===== src/fba_bitmap_mem.sv =====
// Bitmap word store: one write port and one registered read port.
module fba_bitmap_mem #(
  parameter int unsigned Depth = 128,
  parameter int unsigned Width = 32,
  parameter int unsigned AddrW = 7
) (
  input  logic             clk_i,
  input  logic             we_i,
  input  logic [AddrW-1:0] waddr_i,
  input  logic [Width-1:0] wdata_i,
  input  logic [AddrW-1:0] raddr_i,
  output logic [Width-1:0] rdata_o
);

  logic [Width-1:0] mem_q [Depth];
  logic [Width-1:0] rdata_q;

  always_ff @(posedge clk_i) begin
    if (we_i) begin
      mem_q[waddr_i] <= wdata_i;
    end
  end

  always_ff @(posedge clk_i) begin
    rdata_q <= mem_q[raddr_i];
  end

  assign rdata_o = rdata_q;

endmodule


===== config.mk =====
export PLATFORM = sky130hd
export DESIGN_NAME = fba_bitmap_mem
export DESIGN_NICKNAME = d
export VERILOG_FILES = /design/src/fba_bitmap_mem.sv
export SDC_FILE = /design/constraint.sdc
export NUM_CORES = 2
export LEC_CHECK = 0
export BUFFER_PORTS_ARGS = -buffer_cell sky130_fd_sc_hd__clkbuf_2
export CORE_ASPECT_RATIO = 1.75
export CORE_MARGIN = 2
export CORE_UTILIZATION = 55
export CTS_CLUSTER_DIAMETER = 100
export DETAILED_ROUTE_END_ITERATION = 10
export PLACE_DENSITY = 0.8
export RECOVER_POWER = 50
export SETUP_SLACK_MARGIN = 0.4
export SYNTH_ARGS = -nofsm -noshare
export SYNTH_HDL_FRONTEND = slang
export SYNTH_SLANG_ARGS = --single-unit

===== constraint.sdc =====
create_clock -name clk_i -period 4.2 [get_ports clk_i]
set_input_delay 0.84 -clock clk_i [delete_from_list [all_inputs] [get_ports clk_i]]
set_output_delay 0.84 -clock clk_i [all_outputs]
set_load 0.03 [all_outputs]

## Word level (Yosys, flattened, before mapping)

Memories as Yosys holds them, arrays and structs flattened. A register that Yosys moved wholly into a read port is not among the register bits.
Cells that the tools add are included.

| operators by class | value |
|---|---|
| mux-type cells | 2 |

Operator list:

| kind | number |
|---|---|
| 2-to-1 mux 1 bit | 2 |

| storage, ports and cells | value |
|---|---|
| memories kept | 1 |
| flip-flop bits (word level) | 0 |
| word-level logic and storage cells | 3 |
| output and inout port bits | 32 |
| RAM bits | 4096 |
| input bits | 48 |

Memory list:

| name | depth | width | rd ports | clocked after Yosys merged registers in | wr ports | line | source |
|---|---|---|---|---|---|---|---|
| mem_q | 128 | 32 | 1 | 1 | 1 | 15 | `logic [Width-1:0] mem_q [Depth];` |

## Logic depth before layout (Yosys ltp)

| logic depth | value |
|---|---|
| depth in word-level cells | 2 |
| depth in mapped cells | 8 |
| mapped depth without buffers | 4 |

## Least setup slack after synthesis

Ideal clock, no wire load.

| path | value |
|---|---|
| kind | in2reg |
| from | input port we_i |
| to | memory mem_q[98][0], enable pin |
| setup time | 0.461 ns |
| stages on the path | 3 |
| buffers on the path | 1 |
| data arrival time | 3.618 ns |
| required time | 3.739 ns |
| slack | 0.121 ns |
| path through | clkbuf_1 nand4_1 nor3_1 |

| between the ends | value |
|---|---|
| word-level cells in the longest chain between the ends | 2 |

Ends and longest elaborated chain:

| item | line | source |
|---|---|---|
| start: declaration | 8 | `input logic we_i,` |
| 2-to-1 mux 1 bit | 19 | `if (we_i) begin` |
| 2-to-1 mux 1 bit (not written as such) | 20 | `mem_q[waddr_i] <= wdata_i;` |
| end: declaration | 15 |  |

No other way between the ends.

## Worst setup path after layout

| path | value |
|---|---|
| from | input port wdata_i[11] |
| to | memory mem_q[74][11], data pin |

RTL lines:

| item | line | source |
|---|---|---|
| start: declaration | 10 | `input logic [Width-1:0] wdata_i,` |

No word-level cell before the write port.

==> metrics.txt <==
outcome=finished with violations; failing checks=capacitance limit, slew limit; vias=79.7k; Post-Place Setup Slack=177 ps; Sink Count=4,128; slowest CP cell=clkbuf_1; yosys warns=0; Post-CTS Setup Bufs=0; Finished Core Util=62.7%; worst setup margin=334 ps; crit path DAT=4370 ps; first-pass detailed-route iteration total=6; CP top delay family=buffers and inverters; area of the multi-input gates=32,300 µm²; placed cell area=166,000 µm²; DRC viols=0; Die Area=289,000 µm²; r2r setup slk=1250 ps; power per cell area=475 nW/µm²; Die Ht=709 µm; Largest stage delay, worst path=2200 ps; Syn Area/Cell=26.1 µm²; CP max FO=60; register area share after synthesis=79.1%; Setup Total Neg Slack=0 ps; Fmax=259 MHz; CP Capture Type=flop; Fillers=16.5k; net count after synthesis=6,038; core footprint=282,000 µm²; clock buffer depth=4; fin crit period=3870 ps; Hold WC Path Type=in2reg; setup violators final=0; CTS buffer count=330; CP startpoint kind=primary input; most frequent cells in the layout=4,096 x edfxtp_1, 1,344 x mux4_2, 336 x clkbuf_16; worst-path cell chain=clkbuf_1 > clkbuf_1; GP Congestion=0.867; CTS tree=built; initial DRC count=15.8k; Post-Syn Area=156,000 µm²; largest net degree at the start of global routing=129; most frequent CP cell=clkbuf_1; H-tree Lvls=5; drt wl/cell=48.5 µm; max-slew violations=2,553; VDD IR-drop max=377 µV; Port Buffers=79; global-route wire length before repair=687,000 µm; most common cell after layout, fill and taps aside=edfxtp_1; Clock transition at path regs=80 ps; RSZ-0062 raised after global routing=false; post-route ant nets=0; hold buffers post-CTS=0; layout cells sized above 1=35.9%; initial core utilization=55.3%; Root Buffer=clkbuf_16; # resized after CTS=0; cell count after synthesis=5,990; max cap viols=41; worst clock skew=57.3 ps; DR vias/cell=7.50; I/O pin count=80; Tot GR Track Use=35.6%; Die W=407 µm; Crit Path Category=in2reg; NumNets Final=6,523; vias in the first global route=79.6k; Area growth syn-to-layout=13.3%; Critical Path RT=4700 ps; post-synth cell types=17; final hold vios=0; initial antenna violation count=85; final wirelength=515,000 µm; Skew-Pair Late Insertion Delay=930 ps; Slew HR=-187%; total congestion overflow=0; final period utilization=92.0%; measured slew at the worst slew-check pin=4310 ps; row cnt=258; placed wire-length estimate=256,000 µm; Seq cells post-synth=4,128; LEAKAGE=54.0 nW; Finished Cell Area=177,000 µm²; FF/Latch Area=124,000 µm²; Worst Path Buf+Inv=2
-- kinds of logic after synthesis --
logic type,Yosys count,synth area share (%)
simple gates,170,0.446
mux,1376,19.6
buf+inv,316,0.839
flops,4128,79.1
-- cells in the mapped netlist (all sizes together) --
library cell | instances | area [µm²]
nand2 | 14 | 52.6
nand4 | 3 | 18.8
mux2 | 32 | 360
nor3 | 9 | 45.0
clkbuf | 182 | 683
mux4 | 1344 | 30300
dfxtp | 32 | 641
nor2 | 122 | 458
nand3 | 12 | 60.1
or3 | 1 | 6.26
nand2b | 2 | 12.5
buf | 134 | 628
nor2b | 7 | 43.8
edfxtp | 4096 | 123000
-- path summary, 6_finish.rpt --
path | from | to | cells past startpoint
setup / recovery | wdata_i[11] | mem_q[74][11] | 2
hold reg to reg | mem_q[24][18] | rdata_o[18] | 4
hold / removal | wdata_i[31] | mem_q[38][31] | 1
setup reg to reg | mem_q[50][29] | rdata_o[29] | 4
-- where the power goes --
group / switching (mW) / internal [mW]
Combinational: 3.30 / 1.79
Clock: 15.5 / 17.7
Sequential: 0.220 / 45.5
Total: 19.0 / 65.0
-- sequential cells by signal, indices dropped and copies added, names as in the netlist --
register and flops:
mem_q 4096, rdata_o 32
-- layer usage --
metal | track usage (%) | up-vias | share of wire (%)
met5 | 0 | - | 0.066
met4 | 32.1 | 46 | 11
met3 | 9.65 | 2412 | 14
met2 | 55.8 | 9157 | 48
met1 | 39.7 | 40679 | 27
li1 | - | 27360 | -
-- per-stage QoR --
stage	std cells	hold slack [ps]	power, mW
after global routing	10586	597	85.0
after detailed placement	9913	1140	51.2
after floorplan	5990	939	48.7
after global placement	9913	1100	51.0
final	10625	626	84.0
after CTS	10509	379	83.5
-- final cells by class --
type	instances	area share, %
Sequential cell	4128	69.8
Tap cell	3770	2.66
Clock buffer	396	4.92
Timing Repair Buffer	469	2.89
Clock inverter	200	1.28
Multi-Input combinational cell	1546	18.2
Antenna cell	116	0.164
Note: power is estimated with default switching activity, not from simulation.
