<file path="config.mk">
export PLATFORM = sky130hd
export DESIGN_NAME = fba_first_zero
export DESIGN_NICKNAME = d
export VERILOG_FILES = /design/src/fba_first_zero.sv
export SDC_FILE = /design/constraint.sdc
export NUM_CORES = 1
export LEC_CHECK = 0
export ABC_AREA = 1
export ABC_CLOCK_PERIOD_IN_PS = 2830
export BUFFER_PORTS_ARGS = -buffer_cell sky130_fd_sc_hd__buf_2
export CORE_AREA = 2 2 39 41
export DETAILED_ROUTE_END_ITERATION = 16
export DIE_AREA = 0 0 41 43
export PLACE_DENSITY = 0.71
export SYNTH_ARGS = -nofsm -noshare
export SYNTH_HDL_FRONTEND = slang
export SYNTH_SLANG_ARGS = --single-unit
export TNS_END_PERCENT = 100
</file>
<file path="constraint.sdc">
create_clock -name vclk -period 2.83
set_clock_uncertainty 0.2 [all_clocks]
set_input_delay 0.4245 -clock vclk [all_inputs]
set_output_delay 0.4245 -clock vclk [all_outputs]
set_load 0.05 [all_outputs]
</file>
<file path="src/fba_first_zero.sv">
// Priority encoder that finds the lowest clear bit of a bitmap word.
module fba_first_zero #(
  parameter int unsigned Width = 32,
  parameter int unsigned IdxW  = 5
) (
  input  logic [Width-1:0] word_i,
  output logic             full_o,
  output logic [IdxW-1:0]  idx_o
);

  always_comb begin
    idx_o = '0;
    // Walk from the top so that the lowest clear bit wins.
    for (int i = Width - 1; i >= 0; i--) begin
      if (!word_i[i]) begin
        idx_o = IdxW'(i);
      end
    end
  end

  assign full_o = &word_i;

endmodule

</file>
Word-level counts from Yosys, hierarchy flattened. Index checks and enable logic that the tools add are counted.

$add $sub $neg: 0. Multipliers: 0. Div/mod/pow operators: 0. Order comparisons: 0. Equality and inequality tests: 0. Shifts and indexed selects: 0. Muxes and demuxes: 32. Bitwise gates (word level): 0. Reduce and logical (&&, ||, !) cells: 1.

Operators by type and width (count): $mux 5 (32); $reduce_and 32->1 (1).

Flip-flop bits (word level): 0. Latch bits: 0. Memory bits (writable): 0. Bits in read-only memories: 0. Input port bits: 32. Output and inout port bits: 6. Word-level logic and storage cells: 33. Memories kept: 0.

Logic depth before layout (Yosys ltp).
Depth after elaboration: 32. Depth in mapped cells: 31.

Worst setup path after synthesis. No wires, ideal clock.

Path kind: input-to-output. Start point: input word_i[31]. End point: output idx_o[0]. Arrival: 2.164 ns. Path slack: 0.042 ns. Stages on the path: 31. Buffers on the path: 0. Cells stage by stage: inv_1 nand2_1 nand2_1 nand2_1 nand2_1 nand2_1 nand2_1 nand2_1 nand2_1 nand2_1 nand2_1 nand2_1 nand2_1 nand2_1 nand2_1 nand2_1 nand2_1 nand2_1 nand2_1 nand2_1 nand2_1 nand2_1 nand2_1 nand2_1 nand2_1 nand2_1 nand2_1 nand2_1 nand2_1 nand2_1 a21oi_2.

Longest elaborated chain between the ends: 32.

Ends and longest elaborated chain: from (decl) (RTL line 6) `input logic [Width-1:0] word_i,`; $mux 5 (32 in series) (RTL line 15) `if (!word_i[i]) begin`; to (decl) (RTL line 8) `output logic [IdxW-1:0] idx_o`.

Every way passes these cells.

Final worst setup path. Same ends and word-level chain as after synthesis.

==> summary.md <==
| Metric | Value |
|---|---|
| Netlist Area Pre-Place | 339 um2 |
| VDD IR max | 0.0570 mV |
| Most common library cell in the layout ignoring fill and taps | sky130_fd_sc_hd__nand2_1 |
| I/O Pins | 38 |
| Final hold slack | around 960 ps |
| Share of the yosys chip area belonging to registers | 0% |
| Crit-path max cell delay | 170 ps |
| Post-layout total power | 0.0729 mW |
| Internal power of the cells | 0.0342 mW |
| End point of the critical path | idx_o[0] |
| Die footprint | approximately 1800 um2 |
| Setup_tns | 0 ps |
| CP Capture Type | output pin |
| Number of endpoints failing setup at the final stage | 0 |
| Total via count after detailed routing | about 630 |
| Fin. max-slew vios | 0 |
| Final wirelength | 1080 um |
| Most used cells in the layout excluding fill and tap cells | sky130_fd_sc_hd__nand2_1 (44), sky130_fd_sc_hd__buf_2 (36), sky130_fd_sc_hd__nor2_1 (10) |
| Largest net degree at the start of global routing | 4 |
| Largest driver fanout on the critical path | 2 |
| Switching pwr | 0.0387 mW |
| Crit path launch | word_i[31] |
| Syn. warnings | 0 |
| Pwr/cell area | 125 nW/um2 |
| Antenna violations before repair | 0 |
| Area used by sequential logic in the layout | 0 um2 |
| Fraction of layout cells with a size suffix above 1 | 35.5% |
| Period utilization | 99.9% |
| Area Growth Syn to Fin | 72.3% |
| Path type of the worst min-delay path | input port to output pin |
| Flip-flop and latch count | 0 |
| Shortest period the worst path allows | about 2800 ps |
| # fillers | 167 |
| Overall global routing resource usage | 12.0% |
| Area taken by multi-input logic gates | 313 um2 |
| Number of vias per cell | 4.59 |
| Relative slew slack | 82.8% |
| Part of the total power dissipated in sequential elements | 0% |
| Crit path kind | input port to output pin |
| Final core area utilization | 42.2% |
| Floorplan core area | about 1400 um2 |
| Worst Tran Pin Value | 259 ps |
| Input/output buffers | 38 |
| RSZ-0062 raised after global routing | yes |
| Post-Syn Instances | 80 |
| Number of DRC markers after the initial detailed-route iteration | 8 |
| Residual DRC count | 0 |
| First-pass GRT wire length | 1630 um |
| Standby leakage power | around 0.36 nW |
| Signal arrival time at the worst endpoint | 2200 ps |
| Final worst-path setup slack | 3.32 ps |
| Chip width | 41 um |
| Remaining number of nets flagged by the antenna check after routing | 0 |
| Post-place setup slack | -115 ps |
| Post-DP HPWL | ~1000 um |
| Floorplan die height | between 40 and 50 um |
| Total global routing overflow | 0 |
| Setup crit start kind | input port |
| Clock Power Share | 0% |
| Average routed wire per standard cell | 7.86 um |
| Via count of the first global-routing pass | 505 |
| Slowest stage cell on the critical path | sky130_fd_sc_hd__buf_6 |
| Site Rows | 14 |
| Length of the first detailed-routing pass in iterations | 4 |
| Maximum Capacitance Violations | 0 |
| Status | complete, no violations |
| Most prevalent standard cell on the critical path | sky130_fd_sc_hd__nand2_1 |
| Yosys cell types | 12 |
| Global placement routability congestion | 0.627 |
| Maximum achievable frequency | 354 MHz |
| Avg Synthesized Cell Area | 4.24 um2 |
| Critical Path RT | between 2000 and 2500 ps |
| Switching power as a share of total power | 53.1% |
| Hold path cells | 3 |
| Combinational share of power | 100.0% |
| Final hold viol count | 0 |
| Starting density of the core | ~25% |
| Diode insertion count for antenna repair | 0 |
| Number of nets in the layout | between 150 and 200 |
| Clock Buffer Count | 0 |
| Number of post-CTS setup repair buffers | 0 |
| Synth Net Count | ~110 |
layer usage:
layer / GRT usage, % / share of wire [%] / up-vias
met5: 0 / 0 / -
met4: 2.67 / 0 / 0
met3: 0 / 4.6 / 0
met2: 24.1 / 55 / 14
met1: 12.3 / 40 / 274
li1: - / - / 341
layout make-up:
| type | instances | area share (%) |
|---|---|---|
| timing repair buffer | 41 | 38.5 |
| multi-input combinational | 73 | 53.5 |
| inverter | 7 | 4.50 |
| tap | 16 | 3.43 |
cells in the mapped netlist:
cell type	n	area [um2]
sky130_fd_sc_hd__a21oi_1	3	15.0
sky130_fd_sc_hd__a21oi_2	1	8.76
sky130_fd_sc_hd__a31oi_1	2	12.5
sky130_fd_sc_hd__inv_1	7	26.3
sky130_fd_sc_hd__nand2_1	44	165
sky130_fd_sc_hd__nand3_1	4	20.0
sky130_fd_sc_hd__nand4_1	4	25.0
sky130_fd_sc_hd__nor2_1	10	37.5
sky130_fd_sc_hd__nor3_1	2	10.0
sky130_fd_sc_hd__o21ai_0	1	5.00
sky130_fd_sc_hd__o21bai_1	1	7.51
sky130_fd_sc_hd__or3_1	1	6.26
how the worst min path moves through the flow:
stage / start / to / slack, ps
after floorplan: word_i[0] / idx_o[0] / 800
after global placement: word_i[1] / idx_o[0] / 1000
after detailed placement: word_i[1] / idx_o[0] / 1010
after CTS: word_i[1] / idx_o[0] / 960
after global routing: word_i[1] / idx_o[0] / 970
final: word_i[1] / idx_o[0] / 960
stage by stage:
stage | instance area [um2] | instances
after global placement | 572 | 137
after CTS | 584 | 137
after floorplan | 339 | 80
after detailed placement | 572 | 137
after global routing | 584 | 137
final | 584 | 137
critical path: cells and delay by family:
family | cells | cell delay (ps)
buffers and inverters | 3 | 290
and+or+nand+nor | 29 | 1370
AOI/OAI and AO/OA | 1 | 130
cells by family after synthesis:
logic type             count (synthesis)  synth area share, %
buffers and inverters                  7                 7.75
AO/OA/AOI/OAI                          8                 14.4
AND/OR/NAND/NOR                       65                 77.9
power groups by stage:
| stage | combinational (mW) | clock [mW] | sequential, mW |
|---|---|---|---|
| 6_report | 0.0729 | 0 | 0 |
| 5_1_grt | 0.0823 | 0 | 0 |
| 4_1_cts | 0.0736 | 0 | 0 |
| 3_5_place_dp | 0.0709 | 0 | 0 |
| 3_3_place_gp | 0.0688 | 0 | 0 |
| 2_1_floorplan | 0.0331 | 0 | 0 |
repair_timing:
action | CTS | global route
resized for setup | 4 | 0
hold endpoints to repair | 0 | 0
pin swaps | 0 | 0
setup endpoints to repair | 1 | 1
hold buffers | 0 | 0
gates cloned | 0 | 0
Power figures use the tool's default switching activity.
